<file path="config.mk">
export PLATFORM = sky130hd
export DESIGN_NAME = ac_ir_command_frame_builder_flat
export DESIGN_NICKNAME = d
export VERILOG_FILES = /design/src/hdl/acfb_pkg.sv /design/src/hdl/acfb_if.sv /design/src/hdl/acfb_encoder.sv /design/src/hdl/ac_ir_command_frame_builder.sv /design/src/flat_wrapper.sv
export SDC_FILE = /design/constraint.sdc
export NUM_CORES = 1
export LEC_CHECK = 0
export BUFFER_PORTS_ARGS = -buffer_cell sky130_fd_sc_hd__buf_2
export CORE_AREA = 2 2 80 75
export DETAILED_ROUTE_END_ITERATION = 12
export DIE_AREA = 0 0 82 77
export PLACE_DENSITY = 0.76
export SLEW_MARGIN = 5
export SYNTH_ARGS = -nofsm -noshare
export SYNTH_HDL_FRONTEND = slang
export SYNTH_SLANG_ARGS = --single-unit
</file>
<file path="constraint.sdc">
create_clock -name clk -period 4.8 [get_ports clk]
set_clock_uncertainty 0.2 [all_clocks]
set_input_delay 0.24 -clock clk [delete_from_list [all_inputs] [get_ports clk]]
set_output_delay 0.24 -clock clk [all_outputs]
set_load 0.05 [all_outputs]
</file>
<file path="src/hdl/acfb_pkg.sv">
// Shared types, frame constants and command codes for the IR frame builder.
package acfb_pkg;

  localparam int unsigned FRAME_LEN = 12;
  localparam int unsigned VAR_LEN   = 6;   // bytes 6..11 depend on the command

  typedef logic [3:0] byte_idx_t;
  typedef logic [2:0] mode_t;
  typedef logic [VAR_LEN-1:0][7:0] var_bytes_t;

  localparam byte_idx_t LAST_IDX = byte_idx_t'(FRAME_LEN - 1);

  // Unreversed frame head: length code, then the fixed header.
  localparam logic [7:0] LEN_CODE = 8'h58;
  localparam logic [7:0] HDR1     = 8'h52;
  localparam logic [7:0] HDR2     = 8'hAE;
  localparam logic [7:0] HDR3     = 8'hC3;
  localparam logic [7:0] HDR4     = 8'h26;
  localparam logic [7:0] HDR5     = 8'hD9;

  localparam logic [7:0] FAN_MODE_B10 = 8'h27;
  localparam logic [7:0] FAN_MODE_B11 = 8'hD8;

  // Fan speed codes
  localparam logic [7:0] FAN_AUTO   = 8'd1;
  localparam logic [7:0] FAN_HIGH   = 8'd2;
  localparam logic [7:0] FAN_MEDIUM = 8'd3;
  localparam logic [7:0] FAN_LOW    = 8'd4;

  // Operating mode codes
  localparam logic [7:0] OPM_FAN  = 8'd1;
  localparam logic [7:0] OPM_COOL = 8'd2;
  localparam logic [7:0] OPM_HEAT = 8'd3;
  localparam logic [7:0] OPM_DRY  = 8'd4;
  localparam logic [7:0] OPM_OFF  = 8'd5;

  // Remembered mode
  localparam mode_t PM_NONE = 3'd0;
  localparam mode_t PM_FAN  = 3'd1;
  localparam mode_t PM_COOL = 3'd2;
  localparam mode_t PM_HEAT = 3'd3;
  localparam mode_t PM_DRY  = 3'd4;

  localparam logic [7:0] TEMP_MIN = 8'd18;
  localparam logic [7:0] TEMP_MAX = 8'd30;
  localparam logic [3:0] K_OUT_OF_RANGE = 4'd13;

  function automatic logic [7:0] rev8(input logic [7:0] v);
    logic [7:0] r;
    for (int i = 0; i < 8; i++) begin
      r[i] = v[7-i];
    end
    return r;
  endfunction

endpackage

</file>
<file path="src/hdl/acfb_if.sv">
// Valid/ready channel interfaces for commands and frame bytes.
interface acfb_cmd_if;
  logic       valid;
  logic       ready;
  logic [7:0] temperature;
  logic [7:0] fan_speed;
  logic       horizontal_swing;
  logic       vertical_swing;
  logic [7:0] op_mode;

  modport source (output valid, temperature, fan_speed, horizontal_swing,
                  vertical_swing, op_mode, input ready);
  modport sink   (input valid, temperature, fan_speed, horizontal_swing,
                  vertical_swing, op_mode, output ready);
endinterface

interface acfb_frame_if;
  logic       valid;
  logic       ready;
  logic [7:0] frame_byte;
  logic [3:0] byte_index;
  logic       last_byte;

  modport source (output valid, frame_byte, byte_index, last_byte, input ready);
  modport sink   (input valid, frame_byte, byte_index, last_byte, output ready);
endinterface

</file>
<file path="src/hdl/acfb_encoder.sv">
// Builds the command-dependent frame bytes (6..11, bit-reversed) and the next remembered mode.
module acfb_encoder (
  input  logic [7:0]          temperature,
  input  logic [7:0]          fan_speed,
  input  logic                horizontal_swing,
  input  logic                vertical_swing,
  input  logic [7:0]          op_mode,
  input  acfb_pkg::mode_t     prev_mode,
  output acfb_pkg::var_bytes_t var_bytes,
  output acfb_pkg::mode_t     prev_mode_nxt
);
  import acfb_pkg::*;

  logic [7:0] b6, b7, b8, b9, b10, b11;
  logic [7:0] fan8, fan9;
  logic [3:0] k;
  logic [3:0] lo10, lo11;

  always_comb begin
    b6 = horizontal_swing ? 8'h7F : 8'hFF;
    b7 = horizontal_swing ? 8'h80 : 8'h00;

    unique case (fan_speed)
      FAN_AUTO:   begin fan8 = 8'hFF; fan9 = 8'h00; end
      FAN_HIGH:   begin fan8 = 8'h7F; fan9 = 8'h80; end
      FAN_MEDIUM: begin fan8 = 8'h9F; fan9 = 8'h60; end
      FAN_LOW:    begin fan8 = 8'hBF; fan9 = 8'h40; end
      default:    begin fan8 = 8'h0F; fan9 = 8'h00; end
    endcase
    // vertical swing moves the pair by 0x10, wrapping
    b8 = vertical_swing ? fan8 - 8'h10 : fan8;
    b9 = vertical_swing ? fan9 + 8'h10 : fan9;

    if (temperature >= TEMP_MIN && temperature <= TEMP_MAX) begin
      k = 4'(temperature - TEMP_MIN);
    end else begin
      k = K_OUT_OF_RANGE;
    end

    lo10 = 4'h0;
    lo11 = 4'h0;
    prev_mode_nxt = prev_mode;
    unique case (op_mode)
      OPM_FAN:  prev_mode_nxt = PM_FAN;
      OPM_COOL: begin lo10 = 4'h6; lo11 = 4'h9; prev_mode_nxt = PM_COOL; end
      OPM_HEAT: begin lo10 = 4'h3; lo11 = 4'hC; prev_mode_nxt = PM_HEAT; end
      OPM_DRY:  begin lo10 = 4'h5; lo11 = 4'hA; prev_mode_nxt = PM_DRY; end
      OPM_OFF: begin
        // off encodes the last real mode
        unique case (prev_mode)
          PM_FAN:  begin lo10 = 4'hF; lo11 = 4'h0; end
          PM_COOL: begin lo10 = 4'hE; lo11 = 4'h1; end
          PM_HEAT: begin lo10 = 4'hB; lo11 = 4'h4; end
          PM_DRY:  begin lo10 = 4'hD; lo11 = 4'h2; end
          default: begin lo10 = 4'h0; lo11 = 4'h0; end
        endcase
      end
      default: ;
    endcase

    if (op_mode == OPM_FAN) begin
      b10 = FAN_MODE_B10;
      b11 = FAN_MODE_B11;
    end else begin
      b10 = {4'hE - k, lo10};
      b11 = {4'h1 + k, lo11};
    end

    var_bytes[0] = rev8(b6);
    var_bytes[1] = rev8(b7);
    var_bytes[2] = rev8(b8);
    var_bytes[3] = rev8(b9);
    var_bytes[4] = rev8(b10);
    var_bytes[5] = rev8(b11);
  end

endmodule

</file>
<file path="src/hdl/ac_ir_command_frame_builder.sv">
// Top level: accepts AC commands and streams 12-byte IR frames.
// Usage:
//   in_cmd    : command request (temperature, fan_speed, swing bits, op_mode),
//               taken when valid and ready are both high.
//   out_frame : one frame byte per request with byte_index and last_byte;
//               byte 0 is the length code, bytes 1..11 are bit-reversed.
// A command is encoded in the cycle it is accepted and parked in a pending
// frame register. When the byte streamer is free the pending frame moves
// into it and bytes go out at one per cycle while out_frame.ready is high.
// Path: an accepted command passes through the pending frame register and
// then the streamer register before its first byte is shown.
// Command rate is set by the byte streamer sending one byte per cycle while
// out_frame.ready is high; the pending register lets the next command be
// taken while the current frame is still going out.
// Stall: a low out_frame.ready holds the current byte; once the pending
// register is full, in_cmd.ready drops until the streamer frees it.
// Reset (rst_n low, synchronous): both frame registers empty, the remembered
// mode cleared to "no mode yet", so an off command then encodes zero nibbles.
module ac_ir_command_frame_builder (
  input  logic         clk,
  input  logic         rst_n,
  acfb_cmd_if.sink     in_cmd,
  acfb_frame_if.source out_frame
);
  import acfb_pkg::*;

  mode_t      prev_mode_r;
  mode_t      prev_mode_nxt;
  var_bytes_t enc_bytes;
  var_bytes_t pend_bytes_r;
  var_bytes_t act_bytes_r;
  logic       pend_valid_r;
  logic       act_valid_r;
  byte_idx_t  idx_r;

  logic in_fire, out_fire, act_done, act_load;

  acfb_encoder u_enc (
    .temperature      (in_cmd.temperature),
    .fan_speed        (in_cmd.fan_speed),
    .horizontal_swing (in_cmd.horizontal_swing),
    .vertical_swing   (in_cmd.vertical_swing),
    .op_mode          (in_cmd.op_mode),
    .prev_mode        (prev_mode_r),
    .var_bytes        (enc_bytes),
    .prev_mode_nxt    (prev_mode_nxt)
  );

  assign in_cmd.ready = !pend_valid_r;
  assign in_fire      = in_cmd.valid && !pend_valid_r;
  assign out_fire     = act_valid_r && out_frame.ready;
  assign act_done     = out_fire && (idx_r == LAST_IDX);
  assign act_load     = pend_valid_r && (!act_valid_r || act_done);

  always_ff @(posedge clk) begin
    if (!rst_n) begin
      prev_mode_r  <= PM_NONE;
      pend_valid_r <= 1'b0;
      act_valid_r  <= 1'b0;
      idx_r        <= '0;
    end else begin
      if (in_fire) begin
        prev_mode_r  <= prev_mode_nxt;
        pend_valid_r <= 1'b1;
      end else if (act_load) begin
        pend_valid_r <= 1'b0;
      end

      if (act_load) begin
        act_valid_r <= 1'b1;
        idx_r       <= '0;
      end else if (act_done) begin
        act_valid_r <= 1'b0;
        idx_r       <= '0;
      end else if (out_fire) begin
        idx_r <= idx_r + 4'd1;
      end
    end
  end

  // payload registers
  always_ff @(posedge clk) begin
    if (in_fire) begin
      pend_bytes_r <= enc_bytes;
    end
    if (act_load) begin
      act_bytes_r <= pend_bytes_r;
    end
  end

  always_comb begin
    unique case (idx_r)
      4'd0:    out_frame.frame_byte = LEN_CODE;
      4'd1:    out_frame.frame_byte = rev8(HDR1);
      4'd2:    out_frame.frame_byte = rev8(HDR2);
      4'd3:    out_frame.frame_byte = rev8(HDR3);
      4'd4:    out_frame.frame_byte = rev8(HDR4);
      4'd5:    out_frame.frame_byte = rev8(HDR5);
      4'd6:    out_frame.frame_byte = act_bytes_r[0];
      4'd7:    out_frame.frame_byte = act_bytes_r[1];
      4'd8:    out_frame.frame_byte = act_bytes_r[2];
      4'd9:    out_frame.frame_byte = act_bytes_r[3];
      4'd10:   out_frame.frame_byte = act_bytes_r[4];
      4'd11:   out_frame.frame_byte = act_bytes_r[5];
      default: out_frame.frame_byte = 8'h00;
    endcase
  end

  assign out_frame.valid      = act_valid_r;
  assign out_frame.byte_index = idx_r;
  assign out_frame.last_byte  = (idx_r == LAST_IDX);

endmodule
</file>
<file path="src/flat_wrapper.sv">
// flat-port wrapper written by rule: the top's interface ports become plain ports
module ac_ir_command_frame_builder_flat import acfb_pkg::*;
  (clk, rst_n, in_cmd_valid, in_cmd_temperature, in_cmd_fan_speed, in_cmd_horizontal_swing, in_cmd_vertical_swing, in_cmd_op_mode, in_cmd_ready, out_frame_valid, out_frame_frame_byte, out_frame_byte_index, out_frame_last_byte, out_frame_ready);
  acfb_cmd_if in_cmd_i ();
  acfb_frame_if out_frame_i ();
  input  logic clk;
  input  logic rst_n;
  input wire logic [$bits(in_cmd_i.valid)-1:0] in_cmd_valid;
  input wire logic [$bits(in_cmd_i.temperature)-1:0] in_cmd_temperature;
  input wire logic [$bits(in_cmd_i.fan_speed)-1:0] in_cmd_fan_speed;
  input wire logic [$bits(in_cmd_i.horizontal_swing)-1:0] in_cmd_horizontal_swing;
  input wire logic [$bits(in_cmd_i.vertical_swing)-1:0] in_cmd_vertical_swing;
  input wire logic [$bits(in_cmd_i.op_mode)-1:0] in_cmd_op_mode;
  output wire logic [$bits(in_cmd_i.ready)-1:0] in_cmd_ready;
  output wire logic [$bits(out_frame_i.valid)-1:0] out_frame_valid;
  output wire logic [$bits(out_frame_i.frame_byte)-1:0] out_frame_frame_byte;
  output wire logic [$bits(out_frame_i.byte_index)-1:0] out_frame_byte_index;
  output wire logic [$bits(out_frame_i.last_byte)-1:0] out_frame_last_byte;
  input wire logic [$bits(out_frame_i.ready)-1:0] out_frame_ready;
  assign in_cmd_i.valid = in_cmd_valid;
  assign in_cmd_i.temperature = in_cmd_temperature;
  assign in_cmd_i.fan_speed = in_cmd_fan_speed;
  assign in_cmd_i.horizontal_swing = in_cmd_horizontal_swing;
  assign in_cmd_i.vertical_swing = in_cmd_vertical_swing;
  assign in_cmd_i.op_mode = in_cmd_op_mode;
  assign in_cmd_ready = in_cmd_i.ready;
  assign out_frame_valid = out_frame_i.valid;
  assign out_frame_frame_byte = out_frame_i.frame_byte;
  assign out_frame_byte_index = out_frame_i.byte_index;
  assign out_frame_last_byte = out_frame_i.last_byte;
  assign out_frame_i.ready = out_frame_ready;
  ac_ir_command_frame_builder u_core (.clk(clk), .rst_n(rst_n), .in_cmd(in_cmd_i), .out_frame(out_frame_i));
endmodule
</file>
Word-level counts from Yosys, hierarchy flattened. Cells that the tools add are included.

Add/sub/neg operators: 6. Multipliers: 0. Div/mod/pow operators: 0. Magnitude comparators: 2. Equality and inequality tests: 24. Shift-type cells: 0. Multiplexer cells: 17. Bitwise operators: 1. Reduce and logical (&&, ||, !) cells: 14.

Operators by type and width (number): 8-bit one-hot mux with 12 select lines (1); 4-bit one-hot mux with 4 select lines (3); 8-bit by 2-bit equality test with 1-bit output, second input constant (4); 8-bit two-way mux (4); 8-bit one-hot mux with 4 select lines (1); 8-bit by 3-bit equality test with 1-bit output, second input constant (3); 8-bit one-hot mux with 3 select lines (1); 4-bit by 3-bit equality test with 1-bit output, second input constant (4); 4-bit equality test, second input constant (4); 8-bit by 1-bit equality test with 1-bit output, second input constant (2); 3-bit one-hot mux with 4 select lines (1); 3-bit one-hot mux with 3 select lines (1); 8-bit by 5-bit adder with 8-bit output, second input constant (1); 4-bit by 2-bit equality test with 1-bit output, second input constant (2); 8-bit by 5-bit >= comparator with 1-bit output, second input constant (1); 8-bit by 5-bit <= comparator with 1-bit output, second input constant (1); 8-bit by 5-bit subtractor with 8-bit output, second input constant (1); 3-bit by 2-bit equality test with 1-bit output, second input constant (2); 1-bit logical AND (5); 1-bit by 4-bit adder with 4-bit output, first input constant (1); 4-bit by 1-bit adder with 4-bit output, second input constant (1); 4-bit by 1-bit equality test with 1-bit output, second input constant (1); 4-bit zero test (1); 1-bit two-way mux (4); other kinds (12) (14).

Register bits after elaboration: 105. Latch bits: 0. Memory bits (writable): 0. Bits in read-only memories: 0. Bits of input ports: 30. Output and inout bits: 15. Logic and storage cells: 80. Memories: 0.

Depth between registers and ports, before layout. Gate-level depths: netlist of the first run.

Depth in word-level cells: 6. Mapped depth: 7. Depth with buffers taken out: 7.

Modules after synthesis. Synthesis of the first run repeated with hierarchy kept, for this count alone.

Cells, all modules: 348. Area total of the unflattened synthesis: 4675.7 sq um.

Modules (own cells, without submodules): ac_ir_command_frame_builder (times used 1, cells an instance 215, area an instance 3824.9 sq um, seq. area each 3062.9 sq um); acfb_encoder (times used 1, cells an instance 133, area an instance 850.8 sq um, seq. area each 0.0 sq um).

Worst setup path after synthesis of the first run. Ideal clock, no wire load.

Path type: reg-to-reg. Start point: reg u_core.idx_r[1], in the netlist u_core.out_frame.byte_index[1]. End point: reg u_core.act_bytes_r[0] (netlist bit), enable pin. Setup time: 0.409 ns. Data arrival time: 2.827 ns. Data required time: 4.191 ns. Setup slack: 1.364 ns. Cell stages (with the launch flop): 5. Path buffers: 0. Period minus slack after synthesis: 3.436 ns. Cell sequence: dfxtp_1 -> ha_1 -> and3b_1 -> a21boi_1 -> nor2_1.

Longest elaborated chain between the ends: 4.

RTL lines: start, declared (line ac_ir_command_frame_builder.sv:34) `byte_idx_t idx_r;`; start signal, assigned (line ac_ir_command_frame_builder.sv:76) `idx_r <= idx_r + 4'd1;`; 4-bit equality test; named net out_frame_last_byte (line flat_wrapper.sv:18) `output wire logic [$bits(out_frame_i.last_byte)-1:0] out_frame_last_byte;`; 1-bit logical AND (line ac_ir_command_frame_builder.sv:52) `assign act_done = out_fire && (idx_r == LAST_IDX);`; 1-bit logical OR (line ac_ir_command_frame_builder.sv:53) `assign act_load = pend_valid_r && (!act_valid_r || act_done);`; 1-bit logical AND (line ac_ir_command_frame_builder.sv:53); named net u_core.act_load (line ac_ir_command_frame_builder.sv:36) `logic in_fire, out_fire, act_done, act_load;`; end signal, assigned (line ac_ir_command_frame_builder.sv:87) `act_bytes_r <= pend_bytes_r;`; end, declared (line ac_ir_command_frame_builder.sv:31) `var_bytes_t act_bytes_r;`.

The timed path passes the listed nets, and every way through them passes these cells. A chain may end at the register's enable or synchronous reset.

Final worst setup path of the first run.
Start point: reg u_core.idx_r[1], in the netlist u_core.out_frame.byte_index[1]. End point: reg u_core.act_bytes_r[16] (netlist bit), enable pin.

Longest elaborated chain between the ends: 4.

RTL lines (line): 4-bit equality test (ac_ir_command_frame_builder.sv:52); 1-bit logical AND (ac_ir_command_frame_builder.sv:52); 1-bit logical OR (ac_ir_command_frame_builder.sv:53); 1-bit logical AND (ac_ir_command_frame_builder.sv:53); named net u_core.act_load (ac_ir_command_frame_builder.sv:36).

The timed path passes the listed nets, and every way through them passes these cells.

==> metrics, run 1 <==
status finished, final reports clean; first-pass GRT wire length 8176 um; Fmax achieved 357.9 MHz; Die H 77 um; Die X-Extent 82 um; count of pins over their slew limit 0; Max clock buf depth 2; Cell Area, Synth 2918 um^2; Final Core Density 61.68%; Tightest Pin Transition 1196 ps; synthesized net count 288; ant diodes 0; sequential cell area fraction in the yosys report 59.69%; Commonest cells post-synth edfxtp_1, nor2_1, nand2_1; Post-CTS Resized 0; cell with the most instances after synthesis edfxtp_1; Synth warnings 0; period utilization 58.20%; setup violators final 0; drt pass-1 iters 4; Worst-path clk slew 60 ps; initial antenna violation count 0; area of the multi-input gates 1089 um^2; maximum vdd drop 0.1704 mV; Worst Path Required about 4500 ps; setup repair bufs after CTS 0; antenna viol nets, final 0; WP data arrival 2520 ps; CTS tree done; Worst Path Max Fanout 26; register area ~1700 um^2; Period minus WS final between 2000 and 3000 ps; DRC Markers 0; DIE AREA 6314 um^2; ratio of cells with drive above 1 in the final layout 21.78%; P_leak 1.209 nW; CTS Buf Count 9; core area 5465 um^2; RSZ-0062 raised after global routing no; grt ovf 0; Critical Path Start Type register; Min-Delay Path Class in2reg; cts hold-fix bufs 4; Initial Util 53.39%; synth top area cells edfxtp_1, dfxtp_1, ha_1; Crit. End Element register; via density per instance 5.418; DRT Wirelength around 5000 um; number of global-route vias before repair 1869; Worst R2R Path Depth 4; Final Hold Viols 0; io pins 45; setup total negative slack 0 ps; Synth top area share 53.52%; Iteration-0 DRC Markers 124; Max-Cap Viols 0; Setup crit start u_core.out_frame.byte_index[1]; r2r endpoint u_core.act_bytes_r[16]; number of synthesized flops with an enable pin 52; Worst R2R Start u_core.out_frame.byte_index[1]; CP Capture Point u_core.act_bytes_r[16]; Skew-Pair Late Insertion Delay 320 ps; row count 26; GRT Total Usage 17.10%; critical path type reg2reg; root buf cell clkbuf_8; #FFs+latches synth 61; largest net degree at the start of global routing 28; r2r setup slk 2010 ps; Vias 2021; post-synth top area cell edfxtp_1; Main synth FF type edfxtp_1; drt wl/cell 13.63 um; worst relative slew slack 20.17%; ys async rst share 0%; Port-buffer cells 44; syn avg cell area 11.62 um^2; synthesis-to-finish area growth 15.52%; DP Wirelength roughly 3600 um; fillers ~430; Post-Synthesis Cells between 200 and 300; synth unique cells 47; gpl congestion ~0.9; clock sinks 61; H-tree depth 3; Net count, final 335; PwrDens 312.1 nW/um^2
worst max-delay path: stages, from the launching register on:
cell and delay [ps]:
dfxtp_1 390, ha_1 470, and3b_1 280, a21boi_1 130
nor2_2 920
how the worst min path moves through the flow:
stage | depth (start not counted) | to | from
floorplan | 0 | u_core.pend_bytes_r[27] | in_cmd_vertical_swing
global placement | 0 | u_core.act_bytes_r[17] | u_core.pend_bytes_r[17]
detailed placement | 0 | u_core.act_bytes_r[38] | u_core.pend_bytes_r[38]
CTS | 2 | u_core.pend_bytes_r[37] | in_cmd_op_mode[3]
global route | 2 | u_core.pend_bytes_r[37] | in_cmd_op_mode[3]
finish | 2 | u_core.pend_bytes_r[37] | in_cmd_op_mode[3]
sequential cells by signal (all words and copies together), names as in the netlist:
| signal | flops |
|---|---|
| u_core.act_bytes_r | 26 |
| u_core.pend_bytes_r | 26 |
| u_core.out_frame.byte_index | 4 |
| u_core.prev_mode_r | 3 |
| u_core.out_frame.valid | 1 |
| u_core.pend_valid_r | 1 |
layout make-up:
class                      count  area share, %
sequential                    61          51.67
multi-input combinational    167          32.29
timing repair buffer          48          7.721
clock buffer                  13          4.120
tap                           70          2.598
inverter                      11          1.225
clock inverter                 3         0.3712
power by group:
part / internal (mW) / switching, mW / leakage [nW]
Combinational: 0.0310 / 0.0591 / 0.577
Sequential: 0.603 / 0.00846 / 0.556
Clock: 0.183 / 0.167 / 0.0765
Total: 0.817 / 0.235 / 1.21
kinds of logic after synthesis:
group                    Yosys count  share of synthesized area [%]
adder cells (fa/ha/maj)            7                          3.002
XOR/XNOR                          10                          3.002
flip-flops                        61                          59.69
AO/OA/AOI/OAI                     62                          14.15
buffers and inverters             23                          3.087
AND/OR/NAND/NOR                   88                          17.07
metal layers:
metal | track usage (%) | share of wire [%] | vias up
li1 | - | - | 1035
met1 | 23.77 | 47 | 907
met2 | 25.28 | 46 | 73
met3 | 5.059 | 6.3 | 6
met4 | 6.500 | 1.1 | 0
met5 | 0 | 0 | -
metrics by stage:
step | setup WS, ps | instances | instance area, um^2 | hold WS [ps] | power (mW)
6_report | 2006 | 373 | 3371 | 65.46 | 1.052
3_3_place_gp | 2081 | 353 | 3179 | 204.4 | 0.7075
4_1_cts | 1975 | 373 | 3371 | 50.80 | 1.065
5_1_grt | 1792 | 373 | 3371 | 72.12 | 1.096
3_5_place_dp | 1994 | 353 | 3179 | 204.5 | 0.7106
2_1_floorplan | 1364 | 251 | 2918 | 138.9 | 0.6754
cell usage in the layout (no fill, tap or decap), types with 6 or more instances in the layout:
cell type / netlist / final
o21a_1: 6 / 6
o21ai_0: 16 / 16
nor3_1: 9 / 9
nand3_1: 8 / 8
o22ai_1: 7 / 7
nor2_1: 23 / 22
dfxtp_1: 9 / 9
buf_2: 3 / 44
a21oi_1: 11 / 11
edfxtp_1: 52 / 52
xnor2_1: 7 / 7
nand2_1: 19 / 19
ha_1: 7 / 7
inv_1: 11 / 11
clkbuf_8: 0 / 9
(Power assumes the default switching activity.)
==> run 2: changes to the inputs <==
--- a/config.mk
+++ b/config.mk
@@ -6,10 +6,10 @@
 export NUM_CORES = 1
 export LEC_CHECK = 0
 export BUFFER_PORTS_ARGS = -buffer_cell sky130_fd_sc_hd__buf_2
-export CORE_AREA = 2 2 80 75
+export CORE_AREA = 2 2 83 77
 export DETAILED_ROUTE_END_ITERATION = 12
-export DIE_AREA = 0 0 82 77
-export PLACE_DENSITY = 0.76
+export DIE_AREA = 0 0 85 79
+export PLACE_DENSITY = 0.74
 export SLEW_MARGIN = 5
 export SYNTH_ARGS = -nofsm -noshare
 export SYNTH_HDL_FRONTEND = slang
==> constraint.sdc (replaced) <==
create_clock -name clk -period 2.5 [get_ports clk]
set_clock_uncertainty 0.2 [all_clocks]
set_input_delay 0.125 -clock clk [delete_from_list [all_inputs] [get_ports clk]]
set_output_delay 0.125 -clock clk [all_outputs]
set_load 0.05 [all_outputs]
==> run 2 against run 1 <==
- first-iteration DRC count shrank 20%
- global-route usage shrank 1.0 points
- non-clock buffer count grew 11
- sequential share of layout area shrank 2.1 points
- clock-buffer cell count is the same
- sequential power grew 91%
- setup slack lost 1900 ps
- critical path depth grew 2
- hold slack lost 18 ps
- via count grew 2.4%
- final area grew 4.3%
- register-to-register slack lost 1700 ps
- critical endpoint is now out_frame_frame_byte[0]
- largest cell class unchanged
==> metrics, run 2 (synthesized netlist as in run 1, its figures left out) <==
Vias 2069; Die X-Extent 85 um; Final Hold Viols 0; crit path max-delay cell type ha_1; status finished, final reports clean; Critical Path Start Type register; commonest non-fill, non-tap cell in the layout edfxtp_1; most frequent cells in the layout edfxtp_1, buf_2, nor2_1; H-tree depth 3; Fmax achieved 423.4 MHz; P_leak 1.268 nW; CP max stage delay 480 ps; Iteration-0 DRC Markers 99; grt ovf 0; DIE AREA 6715 um^2; Crit. End Element output port; largest net degree at the start of global routing 27; Initial Util 49.35%; Net count, final 346; CTS tree done; Tightest Pin Transition 486.6 ps; cells along the critical path ha_1, a22o_1, a221oi_1, o21ai_0, o21a_1, buf_2; Skew-Pair Late Insertion Delay 320 ps; total power ~2.0 mW; io pins 45; CTS Buf Count 9; period utilization between 90% and 100%; gpl congestion 0.7910; setup repair bufs after CTS 0; row count 27; Critical path buffers and inverters 1; drt pass-1 iters 4; clock sinks 61; ratio of cells with drive above 1 in the final layout approximately 24%; Max clock buf depth 2; crit-path leading delay family compound AO/OA/AOI/OAI gates; DRC Markers 0; ant diodes 0; first-pass GRT wire length roughly 8400 um; Worst-path clk slew 60 ps; Final Core Density 59.47%; number of global-route vias before repair about 1900; count of pins over their slew limit 0; WP data arrival 2040 ps; initial antenna violation count 0; Max-Cap Viols 0; worst relative slew slack between 60% and 70%; maximum vdd drop 0.2598 mV; Min-Delay Path Class in2reg; antenna viol nets, final 0; critical path type reg2out; fillers 498; DP Wirelength 3650 um; Worst Path Required about 2200 ps; DRT Wirelength 5123 um; drt wl/cell 13.27 um; via density per instance 5.360; Die H 79 um; Period minus WS final between 2000 and 2500 ps; Worst Path Max Fanout 14; core area 5912 um^2; synthesis-to-finish area growth 20.50%; GRT Total Usage between 10% and 20%; root buf cell clkbuf_8; PwrDens 580.1 nW/um^2; Port-buffer cells 44; setup violators final 0
-- run 2: cell count changes in the layout (fill, tap and decap cells not counted), sizes merged --
cell / delta
dlygate4sd3: +7
buf: +4
-- run 2: layout make-up --
cell class	count	area [um^2]	share of cell area [%]
Sequential cell	61	1744	49.61
Inverter	11	41.29	1.174
Clock inverter	3	12.51	0.3559
Multi-Input combinational cell	167	1116	31.74
Tap cell	72	90.09	2.562
Timing Repair Buffer	59	372.9	10.60
Clock buffer	13	138.9	3.950
-- run 2: path summary, 6_finish.rpt --
| path | startpoint | endpoint | slack (ps) | cells past startpoint |
|---|---|---|---|---|
| worst min-delay path | in_cmd_temperature[0] | u_core.pend_bytes_r[43] | 50 | 3 |
| worst min register to register | u_core.pend_bytes_r[34] | u_core.act_bytes_r[34] | 220 | 0 |
| worst max-delay path | u_core.out_frame.byte_index[1] | out_frame_frame_byte[0] | 140 | 6 |
| worst max register to register | u_core.out_frame.byte_index[1] | u_core.out_frame.byte_index[3] | 320 | 5 |
-- run 2: worst register-to-register path: cells and delay by family, from the launching register on --
kind	cells	cell delay (ps)
compound gates	2	580
flops	1	380
simple gates	2	400
fa+ha+maj	1	480
-- run 2: what timing repair did --
action,in CTS,in global routing
hold buffers,11,0
setup endpoints to repair,2,3
resized for setup,1,2
endpoints found under the hold margin,13,0
-- run 2: routing by layer --
metal	GRT usage [%]	up-vias	share of wire, %	wire length, um
met5	0	-	0	0
met4	6.667	0	1.5	75
met3	4.886	6	5.2	268
met2	23.05	68	44	2248
met1	22.73	937	49	2530
li1	-	1058	-	-
-- run 2: per-stage QoR --
stage	cell area [um^2]	setup TNS [ps]	std cells	worst slack (ps)	hold WS, ps
after detailed placement	3239	0	359	300.0	131.2
after floorplan	2935	0	251	13.14	23.87
after CTS	3503	0	386	65.64	25.12
final	3516	0	386	138.3	47.64
after global placement	3239	0	359	336.6	140.0
after global routing	3516	-1.216	386	-1.216	42.53
-- run 2: where the power goes --
part	internal [mW]	switching, mW
registers	1.16	0.0161
logic	0.0712	0.117
clock network	0.352	0.326
total	1.58	0.459
